## config.mk

```make
export PLATFORM = sky130hd
export DESIGN_NAME = cpm_cfg
export DESIGN_NICKNAME = d
export VERILOG_FILES = /design/src/sv/cpm_pkg.sv /design/src/sv/cpm_cfg.sv
export SDC_FILE = /design/constraint.sdc
export NUM_CORES = 1
export LEC_CHECK = 0
export BUFFER_PORTS_ARGS = -buffer_cell sky130_fd_sc_hd__buf_4
export CAP_MARGIN = 10
export CORE_MARGIN = 4
export CORE_UTILIZATION = 47
export DETAILED_ROUTE_END_ITERATION = 10
export PLACE_DENSITY = 0.76
export SLEW_MARGIN = 20
export SYNTH_ARGS = -nofsm -noshare
export SYNTH_HDL_FRONTEND = slang
export SYNTH_SLANG_ARGS = --single-unit
```

## constraint.sdc

```tcl
create_clock -name clk -period 1.44 [get_ports clk]
set_input_delay 0.144 -clock clk [delete_from_list [all_inputs] [get_ports clk]]
set_output_delay 0.144 -clock clk [all_outputs]
set_load 0.01 [all_outputs]
```

## src/sv/cpm_pkg.sv

```systemverilog
// ----------------------------------------------------------------------------
// cpm_pkg: shared types and constants for the complex polynomial pixel map
// Beat layout between cells, coefficient type, register indexes and the
// Q16.16 saturation helper.
// ----------------------------------------------------------------------------
package cpm_pkg;

  localparam int MAX_TERMS_DEF = 10;
  localparam int COEF_SLOTS    = 10;
  localparam int PAIR_REGS     = 5;
  localparam int CFG_IDX_W     = 3;

  // register indexes on the configuration port
  localparam logic [CFG_IDX_W-1:0] REG_COEF_PAIR_0 = 3'd0;
  localparam logic [CFG_IDX_W-1:0] REG_TERM_COUNT  = 3'd5;

  localparam logic signed [31:0] INVALID_MARK32 = -32'sd1000;
  localparam logic signed [15:0] INVALID_MARK16 = -16'sd1000;

  localparam logic signed [49:0] Q_MAX = 50'sd2147483647;
  localparam logic signed [49:0] Q_MIN = -50'sd2147483648;

  typedef struct packed {
    logic signed [15:0] im;
    logic signed [15:0] re;
  } cpm_coef_t;

  typedef struct packed {
    logic signed [31:0] w_re;
    logic signed [31:0] w_im;
    logic signed [31:0] z_re;
    logic signed [31:0] z_im;
    logic signed [15:0] cnt;
    logic               pix_ok;
    logic               sat;
  } cpm_beat_t;

  typedef struct packed {
    logic signed [31:0] val;
    logic               clip;
  } cpm_sat_t;

  function automatic cpm_sat_t sat32(input logic signed [49:0] v);
    cpm_sat_t s;
    if (v > Q_MAX) begin
      s.val  = 32'sh7FFF_FFFF;
      s.clip = 1'b1;
    end else if (v < Q_MIN) begin
      s.val  = 32'sh8000_0000;
      s.clip = 1'b1;
    end else begin
      s.val  = v[31:0];
      s.clip = 1'b0;
    end
    return s;
  endfunction

endpackage

```

## src/sv/cpm_cfg.sv

```systemverilog
// ----------------------------------------------------------------------------
// cpm_cfg: configuration registers
// Holds the coefficient pair registers and the term count, and hands each
// cell its coefficient, forced to zero above the active term count.
// ----------------------------------------------------------------------------
module cpm_cfg #(
  parameter int MAX_TERMS = cpm_pkg::MAX_TERMS_DEF
) (
  input  logic                          clk,
  input  logic                          rst_n,
  input  logic                          cfg_valid,
  input  logic [cpm_pkg::CFG_IDX_W-1:0] cfg_index,
  input  logic [63:0]                   cfg_data,
  output cpm_pkg::cpm_coef_t            coef [MAX_TERMS]
);
  import cpm_pkg::*;

  logic [63:0] pair_r    [PAIR_REGS];
  logic [63:0] pair_nxt  [PAIR_REGS];
  logic [3:0]  term_r;
  logic [3:0]  term_nxt;
  logic [4:0]  n_eff;

  always_comb begin
    pair_nxt = pair_r;
    term_nxt = term_r;
    if (cfg_valid) begin
      if (cfg_index == REG_TERM_COUNT) begin
        term_nxt = cfg_data[3:0];
      end else if (cfg_index < REG_TERM_COUNT) begin
        pair_nxt[cfg_index - REG_COEF_PAIR_0] = cfg_data;
      end
    end
  end

  always_ff @(posedge clk) begin
    if (!rst_n) begin
      for (int p = 0; p < PAIR_REGS; p++) pair_r[p] <= '0;
      term_r <= 4'd1;
    end else begin
      pair_r <= pair_nxt;
      term_r <= term_nxt;
    end
  end

  // zero terms act as one; clamp to the chain length
  always_comb begin
    n_eff = {1'b0, term_r};
    if (term_r == 4'd0) n_eff = 5'd1;
    if (n_eff > 5'(MAX_TERMS)) n_eff = 5'(MAX_TERMS);
  end

  for (genvar k = 0; k < MAX_TERMS; k++) begin : g_coef
    if (k < COEF_SLOTS) begin : g_stored
      logic [31:0] slot;
      assign slot = (k % 2 == 1) ? pair_r[k/2][63:32] : pair_r[k/2][31:0];
      always_comb begin
        coef[k] = '0;
        if (5'(k) < n_eff) begin
          coef[k].re = slot[15:0];
          coef[k].im = slot[31:16];
        end
      end
    end else begin : g_empty
      assign coef[k] = '0;
    end
  end

endmodule

```

==> summary.txt <==
Worst setup path
  • Crit-path cells: buf_12, nor3_4, buf_6, clkbuf_16, nor2b_1, buf_4
  • Worst r2r dst: term_r[3]
  • Crit path to: coef[271]
  • Critical path class: reg -> out
  • Crit. path cell count: 6
  • Crit-path max FO: 8
  • Worst path arrival time: 1750 ps
  • Worst setup SP type: flip-flop
  • Worst reg-to-reg setup slack: approximately 680 ps
  • Slowest cell on the critical path: dfxtp_4
  • CP max stage delay: 370 ps
  • Worst R2R Start: term_r[3]
  • Worst Setup SP: term_r[2]
  • Path depth of the worst reg2reg path: 2
  • Required @ worst endpoint: 1300 ps
  • CP endpoint kind: output port
  • Delay-heaviest family, CP: buffers and inverters
  • WP buf/inv: 4

Place
  • Placed Instances: between 2000 and 2500
  • Port bufs: between 300 and 400
  • Routability Congestion: 0.841
  • HPWL Detailed: 29600 microns

Power and ir drop
  • Sw Pwr: roughly 4500 uW
  • Leakage: between 0.009 and 0.01 uW
  • Sequential share of power: 0.463
  • Largest vdd supply drop: 0.753 mV
  • Total power: 20000 uW
  • Clock share of power: 0.461
  • Pwr dens: 996 nW/um^2
  • Gate power share: 0.076
  • Switching Fraction: 0.226
  • Pint: 15500 uW

Die
  • Die Span Y: 179 microns
  • Initial Utilization: 0.478
  • Site Rows: 62
  • CORE AREA: 28900 sq um
  • Die Area: ~32000 sq um
  • Die extent in x: ~180 microns
  • IO Pins: 390

STA
  • Post-route clock period utilization: 1.32
  • Final setup violation count: ~290
  • Minimum clock period: about 1900 ps
  • Hold Fails Final Rpt: 0
  • Slew Viols, Final: 0
  • Clock Skews: 0 ps
  • Slew HR: 0.702
  • Final setup margin: -457 ps
  • Peak Freq: 527 MHz
  • RSZ-0062 raised after global routing: yes
  • Worst-Margin Slew: about 450 ps

GRT
  • Grt met1 use: 0.318
  • GRT Total Usage: 0.252
  • Number of global-route vias before repair: 11700
  • Initial antenna violation count: 0
  • Met2 Use GR: 0.428
  • First-pass GRT wire length: 64400 microns
  • Pin count of the biggest net entering global routing: 41
  • Top Usage Layer GRT: met2
  • GR Util met3: 0.0470
  • Remaining global-route overflow: 0

Cells and area
  • Finished Layout Cells: 2263
  • Layout cells sized above 1: 0.338
  • Ant diodes: 0
  • Syn-to-layout area delta: 45.9%
  • NumNets Final: 1927

Synth
  • Share of the synthesized area in the top cell type: 0.470
  • Syn Inst Count: 1483
  • Register area share after synthesis: 0.470
  • Mean Syn Cell Area: 9.30 sq um
  • Yosys cell types: 24
  • Largest area contributor in the netlist: dfxtp_1
  • Syn Std Cell Area: about 14000 sq um
  • Synthesis Warnings: 0
  • Yosys reg bits: about 320
  • Area contributors post-synth: dfxtp_1 47%, mux2i_1 24%, nand2_1 11%
  • Syn nets: between 1500 and 2000

Clock tree
  • Worst-Skew Late Latency: around 500 ps
  • Total CTS buffers: 35
  • Clock buffer depth: 3
  • H-tree Lvls: 2
  • Sink Count: 324
  • TritonCTS clock tree: done
  • Clock-pin slew on the worst setup and hold paths: 60 ps
  • Root buf cell: clkbuf_16

Routing
  • DR pass1 iterations: 4
  • Via count: approximately 12000
  • Remaining antenna violation count: 0
  • DRT Wirelength: 44600 microns
  • Routed vias/inst: 5.17
  • Post-route DRC: 0
  • Initial drt markers: 586
  • Average routed wire per standard cell: 19.7 microns

Status
  • Failing checks: negative setup slack
  • Status: finished with violations

Flow run
  • Max-cap violations: 0

Hold path
  • Min-Delay Path Class: in -> reg
[tightest hold or removal path: stages]
cell and delay [ps]:
buf_4 80, nand2_1 110, mux2i_1 140
[layout make-up]
cell class	instances	area (sq um)
fill	2109	8740
clock buffer	52	1070
timing repair buffer	480	4550
clock inverter	7	114
tap	384	480
inverter	1	3.75
sequential	324	6500
multi-input combinational	1015	7400
[routing by layer]
metal | wire length, microns | part of all wire
met1 | 18600 | 0.42
met2 | 21400 | 0.48
met3 | 2870 | 0.064
met4 | 1710 | 0.038
met5 | 0 | 0
[metrics by stage]
step / cell area [sq um] / setup WS [ps] / util / hold WS, ps / setup TNS (ps)
after global routing: 20100 / -508 / 0.697 / 24.8 / -117360
after global placement: 17500 / -10.9 / 0.607 / 420 / -10.9
after floorplan: 13800 / 11.9 / - / 305 / 0
after CTS: 19300 / -466 / 0.668 / 0.558 / -104780
after detailed placement: 17500 / -58.4 / 0.607 / 432 / -260
final: 20100 / -457 / 0.697 / 20.2 / -98880
[placed cells by master, fill, tap and decap left out, types with 2 or more instances in the layout]
master	instances
dfxtp_1	320
clkbuf_16	42
a21boi_0	9
nand2_1	387
buf_6	97
clkinv_2	3
mux2i_1	324
nor2b_1	84
and2_4	6
nand4bb_4	2
clkbuf_1	6
nand4b_1	2
nor2b_2	2
nor2b_4	76
buf_8	2
dlygate4sd3_1	2
bufinv_16	3
buf_12	38
clkbuf_8	9
and2_1	90
a21boi_2	7
a21boi_1	16
buf_4	336
dfxtp_4	3
[sequential cells by signal (all words and copies together), names as in the netlist]
signal,cells
g_coef.g_stored.slot,320
term_r,4
[worst min path at each step]
stage,startpoint,end,slack (ps),depth (start not counted)
floorplan,cfg_data[0],term_r[0],300,2
CTS,cfg_data[35],g_coef[3].g_stored.slot[3],0.6,3
detailed placement,cfg_data[0],term_r[0],430,3
finish,cfg_data[53],g_coef[3].g_stored.slot[21],20,3
global route,cfg_data[41],g_coef[3].g_stored.slot[9],20,3
global placement,cfg_data[0],term_r[0],420,3
[timing repair]
action                                  CTS  global route
cloned                                    4             6
hold buffers                              2             0
resized for setup                       115           197
pin swaps                                 1             2
endpoints found under the hold margin     5             0
endpoints found under the setup margin  288           288
buffers inserted                         11             5
[cells in the mapped netlist, drive strengths merged]
master,instances
clkbuf,106
o31a,1
nand4bb,2
a21oi,1
o21ai,1
a211oi,1
a21boi,32
nand2,387
a31oi,1
nor3,1
o21a,1
or4b,1
nor4bb,1
mux2i,324
inv,1
nor2b,162
nor2,1
nand4b,2
buf,37
dfxtp,324
and2,96
[cells by family (layout without fill, tap and decap cells)]
kind of cell / after synthesis / after routing / synth area share
AND/OR/NAND/NOR: 653 / 653 / 0.227
flip-flops: 324 / 324 / 0.470
buffers and inverters: 144 / 540 / 0.0467
multiplexers: 324 / 324 / 0.235
AO/OA/AOI/OAI: 38 / 38 / 0.0203
[power groups by stage]
stage | combinational (uW) | clock, uW | sequential, uW
after detailed placement | 1340 | 0 | 9460
after floorplan | 729 | 0 | 9420
after global routing | 1620 | 9660 | 9280
after CTS | 1400 | 9380 | 9260
final | 1520 | 9240 | 9270
after global placement | 1310 | 0 | 9450
Power figures use the tool's default switching activity.
